==> src/hdl/sclc_pkg.sv <==
`timescale 1ns / 1ps

package sclc_pkg;

    localparam int unsigned LEVEL_W = 8;
    localparam int unsigned TIME_W  = 32;
    localparam int unsigned HOLD_W  = 16;
    localparam int unsigned MEAS_W  = 16;

    // Configuration register indexes.
    typedef enum logic [1:0] {
        REG_CCT_HOLD   = 2'd0,
        REG_LUX_HOLD   = 2'd1,
        REG_BRIGHT_MIN = 2'd2
    } sclc_reg_t;

    localparam logic [HOLD_W-1:0]  CCT_HOLD_RESET   = 16'd200;
    localparam logic [HOLD_W-1:0]  LUX_HOLD_RESET   = 16'd300;
    localparam logic [LEVEL_W-1:0] BRIGHT_MIN_RESET = 8'd20;
    localparam logic [LEVEL_W-1:0] COLOUR_RESET     = 8'd127;
    localparam logic [LEVEL_W-1:0] BRIGHT_RESET     = 8'd200;
    localparam logic [LEVEL_W-1:0] LEVEL_MAX        = 8'd255;

    // Error thresholds and step sizes for the colour loop.
    localparam logic [MEAS_W-1:0] CCT_THR_BIG = 16'd1000;
    localparam logic [MEAS_W-1:0] CCT_THR_MID = 16'd500;
    localparam logic [MEAS_W-1:0] CCT_THR_LOW = 16'd200;
    localparam logic [3:0]        CCT_STEP_BIG = 4'd10;
    localparam logic [3:0]        CCT_STEP_MID = 4'd5;
    localparam logic [3:0]        CCT_STEP_LOW = 4'd2;

    // Error thresholds and step sizes for the brightness loop.
    localparam logic [MEAS_W-1:0] LUX_THR_BIG = 16'd200;
    localparam logic [MEAS_W-1:0] LUX_THR_MID = 16'd100;
    localparam logic [MEAS_W-1:0] LUX_THR_LOW = 16'd50;
    localparam logic [3:0]        LUX_STEP_BIG = 4'd10;
    localparam logic [3:0]        LUX_STEP_MID = 4'd5;
    localparam logic [3:0]        LUX_STEP_LOW = 4'd3;

    localparam logic [3:0]        STEP_MIN = 4'd1;

    typedef struct packed {
        logic [HOLD_W-1:0]  cct_hold;
        logic [HOLD_W-1:0]  lux_hold;
        logic [LEVEL_W-1:0] bright_min;
    } sclc_cfg_t;

    typedef struct packed {
        logic [TIME_W-1:0] now_ms;
        logic [MEAS_W-1:0] measured_lux;
        logic [MEAS_W-1:0] target_lux;
        logic [MEAS_W-1:0] measured_cct;
        logic [MEAS_W-1:0] target_cct;
    } sclc_item_t;

    typedef struct packed {
        logic [LEVEL_W-1:0] colour;
        logic [LEVEL_W-1:0] bright;
        logic [TIME_W-1:0]  colour_at;
        logic [TIME_W-1:0]  bright_at;
    } sclc_state_t;

    // Exact x / 255 for any product of two 8-bit levels (x up to 255 * 255): (x + (x >> 8) + 1) >> 8.
    function automatic logic [LEVEL_W-1:0] div255(input logic [15:0] x);
        logic [16:0] sum;
        sum = {1'b0, x} + {9'd0, x[15:8]} + 17'd1;
        return sum[15:8];
    endfunction

endpackage

==> src/hdl/sclc_level_update.sv <==
`timescale 1ns / 1ps

module sclc_level_update (
    input  sclc_pkg::sclc_cfg_t   cfg,
    input  sclc_pkg::sclc_item_t  item,
    input  sclc_pkg::sclc_state_t state,
    output sclc_pkg::sclc_state_t state_next
);
    import sclc_pkg::*;

    logic signed [MEAS_W:0]   cerr;
    logic signed [MEAS_W:0]   lerr;
    logic        [MEAS_W-1:0] cabs;
    logic        [MEAS_W-1:0] labs;
    logic        [3:0]        cstep;
    logic        [3:0]        lstep;
    logic        [TIME_W-1:0] cdelta;
    logic        [TIME_W-1:0] ldelta;
    logic                     chold_ok;
    logic                     lhold_ok;
    logic signed [9:0]        cmoved;
    logic signed [9:0]        lmoved;
    logic        [LEVEL_W-1:0] cclamp;
    logic        [LEVEL_W-1:0] lclamp;

    always_comb begin
        cerr = $signed({1'b0, item.target_cct}) - $signed({1'b0, item.measured_cct});
        lerr = $signed({1'b0, item.target_lux}) - $signed({1'b0, item.measured_lux});
        cabs = cerr[MEAS_W] ? MEAS_W'(-cerr) : cerr[MEAS_W-1:0];
        labs = lerr[MEAS_W] ? MEAS_W'(-lerr) : lerr[MEAS_W-1:0];

        if (cabs > CCT_THR_BIG) begin
            cstep = CCT_STEP_BIG;
        end else if (cabs > CCT_THR_MID) begin
            cstep = CCT_STEP_MID;
        end else if (cabs > CCT_THR_LOW) begin
            cstep = CCT_STEP_LOW;
        end else begin
            cstep = STEP_MIN;
        end

        if (labs > LUX_THR_BIG) begin
            lstep = LUX_STEP_BIG;
        end else if (labs > LUX_THR_MID) begin
            lstep = LUX_STEP_MID;
        end else if (labs > LUX_THR_LOW) begin
            lstep = LUX_STEP_LOW;
        end else begin
            lstep = STEP_MIN;
        end

        // Wrapping difference, so time running backwards counts as elapsed.
        cdelta   = item.now_ms - state.colour_at;
        ldelta   = item.now_ms - state.bright_at;
        chold_ok = cdelta >= {{(TIME_W-HOLD_W){1'b0}}, cfg.cct_hold};
        lhold_ok = ldelta >= {{(TIME_W-HOLD_W){1'b0}}, cfg.lux_hold};

        cmoved = $signed({2'b00, state.colour});
        if (cerr > 0) begin
            cmoved = cmoved + $signed({6'd0, cstep});
        end else if (cerr < 0) begin
            cmoved = cmoved - $signed({6'd0, cstep});
        end
        lmoved = $signed({2'b00, state.bright});
        if (lerr > 0) begin
            lmoved = lmoved + $signed({6'd0, lstep});
        end else if (lerr < 0) begin
            lmoved = lmoved - $signed({6'd0, lstep});
        end

        if (cmoved < 0) begin
            cclamp = '0;
        end else if (cmoved > $signed({2'b00, LEVEL_MAX})) begin
            cclamp = LEVEL_MAX;
        end else begin
            cclamp = cmoved[LEVEL_W-1:0];
        end

        // The floor check comes first; a floor above the level lifts it.
        if (lmoved < $signed({2'b00, cfg.bright_min})) begin
            lclamp = cfg.bright_min;
        end else if (lmoved > $signed({2'b00, LEVEL_MAX})) begin
            lclamp = LEVEL_MAX;
        end else begin
            lclamp = lmoved[LEVEL_W-1:0];
        end

        state_next = state;
        if (chold_ok && (cclamp != state.colour)) begin
            state_next.colour    = cclamp;
            state_next.colour_at = item.now_ms;
        end
        if (lhold_ok && (lclamp != state.bright)) begin
            state_next.bright    = lclamp;
            state_next.bright_at = item.now_ms;
        end
    end

endmodule

==> src/hdl/stepped_cct_lux_controller.sv <==
`timescale 1ns / 1ps

// Stepped colour and brightness controller. Each input beat carries target and
// measured colour temperature and light level plus a millisecond timestamp, and
// produces exactly one output beat with the warm and cool PWM duties and the two
// levels after the update. One beat is accepted every clock cycle unless m_tready
// back-pressure has filled the pipeline. Each accepted input is loaded into the
// input register, the level update is then written into the state registers, and
// the duties are then loaded into the output register; a stall holds each stage.
// The one-cycle issue rate is set by the level update loop, which reads the
// colour and brightness state and writes its update back in the same cycle.
// Configuration writes are accepted at any time but must only be issued while
// no beats are in flight; cfg_ready is always high.
module stepped_cct_lux_controller (
    input  logic        aclk,
    input  logic        aresetn,
    // cfg_data: cct_hold_ms or lux_hold_ms [15:0], brightness_floor [7:0]
    input  logic        cfg_valid,
    output logic        cfg_ready,
    input  logic [1:0]  cfg_addr,
    input  logic [15:0] cfg_data,
    input  logic        s_tvalid,
    output logic        s_tready,
    // s_tdata: target_cct [15:0], measured_cct [31:16], target_lux [47:32],
    //          measured_lux [63:48], now_ms [95:64]
    input  logic [95:0] s_tdata,
    output logic        m_tvalid,
    input  logic        m_tready,
    // m_tdata: warm_duty [7:0], cool_duty [15:8], colour_level [23:16],
    //          brightness_level [31:24]
    output logic [31:0] m_tdata
);
    import sclc_pkg::*;

    sclc_cfg_t   cfg_reg;
    sclc_item_t  item_reg;
    sclc_state_t state_reg;
    sclc_state_t state_next;
    logic        v1_reg;
    logic        v2_reg;
    logic        v3_reg;
    logic [31:0] out_reg;
    logic        adv1;
    logic        adv2;
    logic        adv3;
    logic [15:0] warm_prod;
    logic [15:0] cool_prod;
    logic [7:0]  warm_duty;
    logic [7:0]  cool_duty;

    assign cfg_ready = 1'b1;

    assign adv3     = !v3_reg || m_tready;
    assign adv2     = !v2_reg || adv3;
    assign adv1     = !v1_reg || adv2;
    assign s_tready = adv1;
    assign m_tvalid = v3_reg;
    assign m_tdata  = out_reg;

    sclc_level_update u_level (
        .cfg        (cfg_reg),
        .item       (item_reg),
        .state      (state_reg),
        .state_next (state_next)
    );

    // Stage two has no payload of its own: the state only moves when a beat
    // enters stage two, so while stage two holds a beat the state registers
    // carry exactly that beat's levels.
    always_comb begin
        warm_prod = {8'd0, LEVEL_MAX - state_reg.colour} * {8'd0, state_reg.bright};
        cool_prod = {8'd0, state_reg.colour} * {8'd0, state_reg.bright};
        warm_duty = div255(warm_prod);
        cool_duty = div255(cool_prod);
    end

    always_ff @(posedge aclk) begin
        if (!aresetn) begin
            cfg_reg.cct_hold   <= CCT_HOLD_RESET;
            cfg_reg.lux_hold   <= LUX_HOLD_RESET;
            cfg_reg.bright_min <= BRIGHT_MIN_RESET;
        end else if (cfg_valid) begin
            case (cfg_addr)
                REG_CCT_HOLD:   cfg_reg.cct_hold   <= cfg_data;
                REG_LUX_HOLD:   cfg_reg.lux_hold   <= cfg_data;
                REG_BRIGHT_MIN: cfg_reg.bright_min <= cfg_data[7:0];
                default: ;
            endcase
        end
    end

    always_ff @(posedge aclk) begin
        if (!aresetn) begin
            v1_reg              <= 1'b0;
            v2_reg              <= 1'b0;
            v3_reg              <= 1'b0;
            state_reg.colour    <= COLOUR_RESET;
            state_reg.bright    <= BRIGHT_RESET;
            state_reg.colour_at <= '0;
            state_reg.bright_at <= '0;
        end else begin
            if (adv1) begin
                v1_reg <= s_tvalid;
            end
            if (adv2) begin
                v2_reg <= v1_reg;
                if (v1_reg) begin
                    state_reg <= state_next;
                end
            end
            if (adv3) begin
                v3_reg <= v2_reg;
            end
        end
    end

    always_ff @(posedge aclk) begin
        if (s_tvalid && adv1) begin
            item_reg <= s_tdata;
        end
        if (v2_reg && adv3) begin
            out_reg <= {state_reg.bright, state_reg.colour, cool_duty, warm_duty};
        end
    end

endmodule
==> config.mk <==
export PLATFORM = sky130hd
export DESIGN_NAME = stepped_cct_lux_controller
export DESIGN_NICKNAME = d
export VERILOG_FILES = /design/src/hdl/sclc_pkg.sv /design/src/hdl/sclc_level_update.sv /design/src/hdl/stepped_cct_lux_controller.sv
export SDC_FILE = /design/constraint.sdc
export NUM_CORES = 1
export LEC_CHECK = 0
export ABC_CLOCK_PERIOD_IN_PS = 6700
export BUFFER_PORTS_ARGS = -buffer_cell sky130_fd_sc_hd__buf_2
export CAP_MARGIN = 40
export CORE_ASPECT_RATIO = 1.75
export CORE_UTILIZATION = 50
export CTS_BUF_LIST = sky130_fd_sc_hd__clkbuf_8
export CTS_CLUSTER_DIAMETER = 120
export DETAILED_ROUTE_END_ITERATION = 8
export PLACE_DENSITY = 0.71
export SYNTH_ARGS = -nofsm -noshare
export SYNTH_HDL_FRONTEND = slang
export SYNTH_SLANG_ARGS = --single-unit
==> constraint.sdc <==
create_clock -name aclk -period 6.7 [get_ports aclk]
set_input_delay 0 -clock aclk [delete_from_list [all_inputs] [get_ports aclk]]
set_output_delay 0 -clock aclk [all_outputs]
set_load 0.005 [all_outputs]
**Yosys cells after proc, flatten, opt, wreduce, memory -nomap -nowiden**

Cells that the tools add are included.

- Reduce and logical (&&, ||, !) cells: 16
- $mul: 2
- $add $sub $neg: 15
- Eq/ne operators: 4
- Magnitude comparators: 16
- Mux-type cells: 16

Operators with widths:

| cell | count |
|---|---|
| greater-or-equal comparator 32 x 16 -> 1 bit | 2 |
| subtractor 32 bit | 2 |
| two-way mux 10 bit | 4 |
| greater-than comparator 17 x 1 -> 1 bit (second input constant) | 2 |
| less-than comparator 17 x 1 -> 1 bit (second input constant) | 2 |
| subtractor 16 x 16 -> 17 bit | 2 |
| adder 16 x 1 -> 16 bit (second input constant) | 2 |
| adder 16 x 8 -> 16 bit | 2 |
| greater-than comparator 16 x 8 -> 1 bit (second input constant) | 2 |
| multiplier 8 x 8 -> 16 bit | 2 |
| two-way mux 16 bit | 2 |
| two-way mux 8 bit | 4 |
| negator 16 bit | 2 |
| greater-than comparator 10 x 9 -> 1 bit (second input constant) | 2 |
| adder 8 x 4 -> 9 bit | 2 |
| subtractor 8 x 4 -> 9 bit | 2 |
| greater-than comparator 16 x 10 -> 1 bit (second input constant) | 1 |
| greater-than comparator 16 x 6 -> 1 bit (second input constant) | 1 |
| greater-than comparator 16 x 7 -> 1 bit (second input constant) | 1 |
| greater-than comparator 16 x 9 -> 1 bit (second input constant) | 1 |
| two-way mux 4 bit | 4 |
| != test 8 bit | 2 |
| less-than comparator 10 x 1 -> 1 bit (second input constant) | 1 |
| less-than comparator 10 x 9 -> 1 bit | 1 |
| 10 further kinds | 21 |

- Flip-flop bits (word level): 251
- Output and inout bits: 35
- Word-level logic and storage cells: 85

**Depth between registers and ports, before layout**

Gate-level depths: netlist of run 1.

- Depth after elaboration: 16
- Gate-level depth with buffers: 37
- Mapped depth without buffers: 35

**Hierarchy**

A second synthesis of run 1 with hierarchy kept.

- Cells, all modules: 2849
- Area total of the unflattened synthesis: 24021.8 sq um

Modules (own cells, without submodules):

| module | cells each | times used | area an instance (sq um) |
|---|---|---|---|
| stepped_cct_lux_controller | 1253 | 1 | 13471.7 |
| sclc_level_update | 1596 | 1 | 10550.1 |

**Worst setup path after synthesis of run 1**

No wires, ideal clock.

- Path kind: register to register
- From: register item_reg[36] (netlist name)
- To: register state_reg[10] (netlist name)
- Path buffers: 2
- Slack: -716 ps
- Stages on the path, launching flop included: 35
- Arrival time: 7345 ps
- Library setup time: 72 ps
- Required time: 6628 ps
- Cells stage by stage: edfxtp_1 ha_1 buf_2 a21o_1 a21o_1 or3_1 and2_1 nor4b_2 o21bai_1 a221oi_1 a22o_1 a22oi_1 a2111o_1 a2111oi_0 nor2_1 ha_1 o21bai_1 a21oi_1 nor2_1 a311oi_1 o21ai_0 ha_1 a21o_1 a21o_1 a21o_1 a21o_1 a221o_1 o41ai_1 and2_1 a21o_1 nand3_1 a211o_4 nand2_8 buf_12 mux2i_1

- Longest elaborated chain between the ends: 16

Ends and longest elaborated chain:

| item | line | text |
|---|---|---|
| from (decl) | stepped_cct_lux_controller.sv:36 | `sclc_item_t item_reg;` |
| from (signal assigned) | stepped_cct_lux_controller.sv:119 | `item_reg <= s_tdata;` |
| subtractor 16 x 16 -> 17 bit * | sclc_level_update.sv:28 | `lerr = $signed({1'b0, item.target_lux}) - $signed({1'b0, item.measured_lux});` |
| negator 16 bit | sclc_level_update.sv:30 | `labs = lerr[MEAS_W] ? MEAS_W'(-lerr) : lerr[MEAS_W-1:0];` |
| two-way mux 16 bit | sclc_level_update.sv:30 |  |
| greater-than comparator 16 x 6 -> 1 bit | sclc_level_update.sv:46 | `end else if (labs > LUX_THR_LOW) begin` |
| two-way mux 2 bit | sclc_level_update.sv:46 |  |
| two-way mux 4 bit | sclc_level_update.sv:44 | `end else if (labs > LUX_THR_MID) begin` |
| two-way mux 4 bit | sclc_level_update.sv:42 | `if (labs > LUX_THR_BIG) begin` |
| subtractor 8 x 4 -> 9 bit | sclc_level_update.sv:68 | `lmoved = lmoved - $signed({6'd0, lstep});` |
| two-way mux 10 bit | sclc_level_update.sv:67 | `end else if (lerr < 0) begin` |
| two-way mux 10 bit * | sclc_level_update.sv:65 | `if (lerr > 0) begin` |
| greater-than comparator 10 x 9 -> 1 bit | sclc_level_update.sv:82 | `end else if (lmoved > $signed({2'b00, LEVEL_MAX})) begin` |
| two-way mux 8 bit | sclc_level_update.sv:82 |  |
| two-way mux 8 bit * | sclc_level_update.sv:80 | `if (lmoved < $signed({2'b00, cfg.bright_min})) begin` |
| != test 8 bit * | sclc_level_update.sv:93 | `if (lhold_ok && (lclamp != state.bright)) begin` |
| logical AND 1 bit * | sclc_level_update.sv:93 |  |
| AND reduction 3 bit (no source line) * | -- |  |
| to (signal assigned) | stepped_cct_lux_controller.sv:108 | `state_reg <= state_next;` |
| to (decl) | stepped_cct_lux_controller.sv:37 | `sclc_state_t state_reg;` |

Every way passes the cells marked *; elsewhere a longest branch is shown, timed or not.
A chain may end at the register's enable or synchronous reset.

**Final worst setup path of run 1**

- From: register item_reg[32] (netlist name)
- To: register state_reg[17] (netlist name)

The elaborated chain is that of the path after synthesis.

==> results of run 1 <==
-- repair_timing --
action | CTS | global route
hold buffers | 120 | 0
hold endpoints to repair | 165 | 0
setup buffers | 3 | 21
endpoints found under the setup margin | 44 | 94
resized for setup | 21 | 96
pin swaps | 11 | 38
cloned | 1 | 1
-- metrics by stage --
stage	TNS (ps)	utilization (%)	power, mW	setup slack [ps]
2_1_floorplan	-6830	-	7.20	-207
3_3_place_gp	-20540	56.9	8.78	-537
3_5_place_dp	-29690	57.0	9.12	-788
4_1_cts	-22310	61.8	10.6	-622
5_1_grt	-41900	63.1	11.9	-1110
6_report	-28530	63.1	10.8	-741
-- cells in the mapped netlist (74+ instances only) --
| cell | number | share of area (%) |
|---|---|---|
| mux2i_1 | 83 | 3.6 |
| a21oi_1 | 175 | 3.8 |
| inv_1 | 291 | 4.8 |
| xnor2_1 | 74 | 2.8 |
| nand2_1 | 306 | 5.0 |
| nor2_1 | 154 | 2.5 |
| edfxtp_1 | 128 | 17 |
| clkbuf_1 | 93 | 1.5 |
| fa_1 | 80 | 7.0 |
| ha_1 | 239 | 13 |
| dfxtp_1 | 123 | 11 |
| o21ai_0 | 115 | 2.5 |
-- per-layer routing --
layer,vias up,wire [um]
met5,-,0
met4,0,4550
met3,282,2760
met2,713,38600
met1,10500,24100
li1,10300,-
-- final timing paths --
check | end | depth (start not counted) | startpoint
setup / recovery | state_reg[17] | 36 | item_reg[32]
hold / removal | cfg_reg[24] | 4 | cfg_addr[1]
setup reg to reg | state_reg[17] | 36 | item_reg[32]
hold reg to reg | cfg_reg[15] | 2 | cfg_reg[15]
-- power by group through the flow --
stage / combinational, mW / clock (mW) / sequential (mW)
floorplan: 5.15 / 0 / 2.05
global placement: 6.68 / 0 / 2.09
detailed placement: 7.02 / 0 / 2.10
CTS: 7.14 / 1.42 / 2.07
global route: 8.29 / 1.48 / 2.09
finish: 7.36 / 1.39 / 2.07
-- kinds of logic after synthesis --
kind of cell,count (synthesis)
AOI/OAI and AO/OA,648
xor gates and xnor gates,112
adders and majority gates,319
buffers and inverters,401
DFF,251
muxes,84
other,1
and+or+nand+nor,861
-- critical path, delay by kind of cell (launching register included) --
| family | cells | cell delay [ps] |
|---|---|---|
| AO/OA/AOI/OAI | 17 | 3920 |
| adder cells (fa/ha/maj) | 4 | 920 |
| buffers and inverters | 5 | 580 |
| flip-flops | 1 | 360 |
| multiplexers | 1 | 200 |
| AND/OR/NAND/NOR | 9 | 1400 |
-- cell type report --
| class | instances | area, um^2 |
|---|---|---|
| Clock buffer | 48 | 661 |
| Sequential cell | 251 | 6330 |
| Antenna cell | 1 | 2.50 |
| Timing Repair Buffer | 508 | 3850 |
| Inverter | 292 | 1100 |
| Clock inverter | 30 | 181 |
| Tap cell | 577 | 722 |
| Fill cell | 3791 | 16700 |
| Multi-Input combinational cell | 2025 | 15700 |
==> metrics.cfg, run 1 <==
[routing]
routed_via_density = 5.85
drt_iter0_markers = 1212
postRouteWirelength_um = 70000
ant_nets = 0
route.detailed.drc = 0
routedWlPerCell_um = 18.8
vias = 21800
detail_route.first_pass.iterations = 7

[global_routing]
grtUsageTotal_pct = 29.4
use_met1_pct = 27.8
globalRouteMet2Util_pct = 58.0
grt-ovfl-total = 0
grt_max_degree = 67
antenna_found_initial = 1
top_usage_layer = met2
grt_pass1_wl_um = 110000
grt_pass1_vias = 22500
grtUsageMet3_pct = 3.18

[critical_path]
crit_top_cell = a21o_1
crit_type = reg -> reg
cp.required_ps = 7230
regToRegSetupSlack_ps = -740
cp.arrival_ps = 7970
cp_slowest_cell = a2111o_1
worst-path-max-fanout = 7
start_kind = flip-flop
critical-path-max-stage-delay_ps = 470
endpoint_kind = flip-flop

[finish]
syn2layout_area_growth_pct = 24.2
final_common_cell = nand2_1
fin_nets = 3558
final_cell_area_um2 = 28500
drive_above_1_share_pct = 19.3
fin_cells = 3732
largest_reg_flops = 96
mostFrequentLayoutCells = nand2_1, inv_1, ha_1

[synth]
netlist_area_um2 = 23000
muxShareOfSynthArea_pct = 3.67
yosys_warnings = 0
ys_seq_elements = 251
synth_xor_area_share_pct = 4.27
ys_types = 101
synth_area_per_cell_um2 = 8.59
syn_nets = 3115
synth_cells = 2677
synth_top_family_by_area = adder cells
synth-adder-area-share_pct = 20.0
yosysSeqAreaShare_pct = 27.4
synth_flop_cell = edfxtp_1
synthArstFlopShare_pct = 0
synth_edf_count = 128
yosys.area_share.simple_pct = 18.9
synth_compound_area_share_pct = 18.8

[timing]
maxSlewHeadroom_pct = 41.7
rsz0062_at_grt = yes
tightest_slew_ps = 866
setup_viol = 40
skew_ps = 24.6
hold_violations = 0
fin_crit_sh_pct = 111
setup_slack_ps = -741
slew_viol_final = 0
max_clock_freq_mhz = 134
period_needed_ps = 7440
worst_hold_slack_ps = 90.0

[floorplan]
initial_utilization_pct = 50.8
die_x_um = 164
rows = 103
die_area_um2 = 46900
fp.dieH_um = 286
ioPinCount = 154
fp.coreArea_um2 = 45200

[power]
pwr-share-seq_pct = 19.1
p_int_mw = 5.88
pwr-share-comb_pct = 68.1
p_clk_share_pct = 12.8
netSwitchingPower_mw = 4.94
p_leak_nw = 12.6
p_per_area_nw_per_um2 = 379
swShare_pct = 45.7
ir_drop_mv = 1.01

[clock_tree]
cts_tree = done
cts.clk_slew.worst_paths_ps = 70
clkSinkCount = 251
clockBufferDepth = 3
cts_buffers = 42
insertion_delay_ps = 610
root_buffer = clkbuf_8
h-tree-depth = 2

[run_status]
status = finished, violations left
violations = setup timing

[min_path]
hp-class = in -> reg

[run]
drv_cap = 0

[place]
dpl.hpwl_um = 53500
dp_cells = 3509
gp_congestion = 0.956
io_buffer_count = 152
placed_area_um2 = 25800

Power figures use the tool's default switching activity.
==> run 2: changes to the inputs <==
--- a/config.mk
+++ b/config.mk
@@ -5,7 +5,7 @@
 export SDC_FILE = /design/constraint.sdc
 export NUM_CORES = 1
 export LEC_CHECK = 0
-export ABC_CLOCK_PERIOD_IN_PS = 6700
+export ABC_CLOCK_PERIOD_IN_PS = 7200
 export BUFFER_PORTS_ARGS = -buffer_cell sky130_fd_sc_hd__buf_2
 export CAP_MARGIN = 40
 export CORE_ASPECT_RATIO = 1.75
@@ -13,7 +13,7 @@
 export CTS_BUF_LIST = sky130_fd_sc_hd__clkbuf_8
 export CTS_CLUSTER_DIAMETER = 120
 export DETAILED_ROUTE_END_ITERATION = 8
-export PLACE_DENSITY = 0.71
+export PLACE_DENSITY = 0.68
 export SYNTH_ARGS = -nofsm -noshare
 export SYNTH_HDL_FRONTEND = slang
 export SYNTH_SLANG_ARGS = --single-unit
==> constraint.sdc (replaced) <==
create_clock -name aclk -period 7.2 [get_ports aclk]
set_input_delay 1.08 -clock aclk [delete_from_list [all_inputs] [get_ports aclk]]
set_output_delay 1.08 -clock aclk [all_outputs]
set_load 0.005 [all_outputs]
==> metrics.cfg, run 2 (synthesis gave the netlist of run 1 again) <==
[run_status]
status = finished, violations left
violations = DRC, setup timing

[place]
gp_congestion = 1.07
placed_area_um2 = 25500
dpl.hpwl_um = 52900
io_buffer_count = 152
place_ws_ps = -503

[timing]
setup_slack_ps = -372
max_clock_freq_mhz = 132
setup_viol = 40
period_needed_ps = 7570
fin_crit_sh_pct = 105
hold_violations = 0
worst_hold_slack_ps = 454
skew_ps = 35.0
slew_viol_final = 0
rsz0062_at_grt = yes
tightest_slew_ps = 873
maxSlewHeadroom_pct = 41.3
fin_tns_setup_ps = -12880

[finish]
final_util_pct = 59.9
final_common_cell = nand2_1
fin_nets = 3421
fillers = 4053
syn2layout_area_growth_pct = 18.0
largest_reg_flops = 96
mostFrequentLayoutCells = nand2_1, inv_1, ha_1
final_cell_area_um2 = 27100
drive_above_1_share_pct = 18.3

[critical_path]
cp-startpoint = item_reg[32]
cp.arrival_ps = 8040
cp_slowest_cell = a211o_4
endpoint_kind = flip-flop
regToRegSetupSlack_ps = -370
cp-endpoint = state_reg[69]
critical-path-max-stage-delay_ps = 400
rr_worst_depth = 38
worst-path-max-fanout = 6
reg2reg_to = state_reg[69]
crit_type = reg -> reg
start_kind = flip-flop
cp.required_ps = 7670
rr_startpoint = item_reg[32]

[clock_tree]
hold_buffers = 0
h-tree-depth = 2
insertion_delay_ps = 640
cts.clk_slew.worst_paths_ps = 80
cts_buffers = 43
clkSinkCount = 251
cts_tree = done
root_buffer = clkbuf_8
clockBufferDepth = 3

[power]
ir_drop_mv = 0.916
p_leak_nw = 12.1
p_per_area_nw_per_um2 = 366

[global_routing]
grt-ovfl-total = 0
grt_pass1_vias = 21800
antenna_found_initial = 1
grt_max_degree = 79
grt_pass1_wl_um = 108000
grtUsageTotal_pct = 29.1

[floorplan]
initial_utilization_pct = 50.8
die_area_um2 = 46900
die_x_um = 164
ioPinCount = 154
fp.coreArea_um2 = 45200
rows = 103
fp.dieH_um = 286

[routing]
route.detailed.drc = 1
ant_nets = 0
vias = 21000
routedWlPerCell_um = 18.8
drt_iter0_markers = 1207
postRouteWirelength_um = 67700
detail_route.first_pass.iterations = 9
routed_via_density = 5.83

[min_path]
hp-class = reg -> reg

[run]
drv_cap = 0

[run 2: power by group]
part	internal, mW	leakage, nW	total [mW]	switching, mW
clock network	0.846	0.541	1.53	0.688
registers	1.82	2.23	1.93	0.114
logic	2.83	9.28	6.46	3.63
total	5.49	12.1	9.92	4.43
[run 2: cell type report]
type / count / area [um^2] / share of cell area [%]
Antenna cell: 1 / 2.50 / 0.00923
Sequential cell: 251 / 6310 / 23.3
Timing Repair Buffer: 370 / 2510 / 9.26
Clock buffer: 48 / 661 / 2.44
Tap cell: 577 / 722 / 2.66
Multi-Input combinational cell: 2025 / 15500 / 57.1
Inverter: 292 / 1100 / 4.04
Clock inverter: 31 / 333 / 1.23
[run 2: per-layer routing]
layer  track usage (%)  vias up  wire, um
met5                 0        -         0
met4              19.2        0      4530
met3              3.16      254      2650
met2              57.7      644     37700
met1              27.0    10000     22800
li1                  -    10100         -
[run 2: critical path: cells and delay by family (launching register included)]
kind | cells | cell delay [ps]
AO/OA/AOI/OAI | 19 | 3700
XOR/XNOR | 1 | 100
adder cells (fa/ha/maj) | 4 | 990
buffers and inverters | 6 | 790
flip-flops | 1 | 360
AND/OR/NAND/NOR | 8 | 1460
[run 2: metrics by stage]
step	total power, mW	cells
final	9.92	3595
after global routing	10.9	3595
after CTS	9.93	3579
after detailed placement	8.28	3488
after global placement	8.09	3486
after floorplan	6.67	2677
[run 2: worst min path at each step]
stage / from / to / slack [ps] / depth (start not counted)
after global routing: state_reg[59] / state_reg[59] / 470 / 2
final: cfg_reg[37] / cfg_reg[37] / 450 / 2
after CTS: cfg_reg[37] / cfg_reg[37] / 460 / 2
after floorplan: state_reg[76] / m_tdata[20] / 410 / 0
after detailed placement: state_reg[47] / state_reg[47] / 450 / 2
after global placement: cfg_reg[26] / cfg_reg[26] / 440 / 2
[run 2: timing repair]
action | 4_1_cts | 5_1_grt
resized for setup | 28 | 58
cloned | 2 | 0
buffers inserted | 10 | 17
endpoints found under the setup margin | 40 | 82
pin swaps | 31 | 37
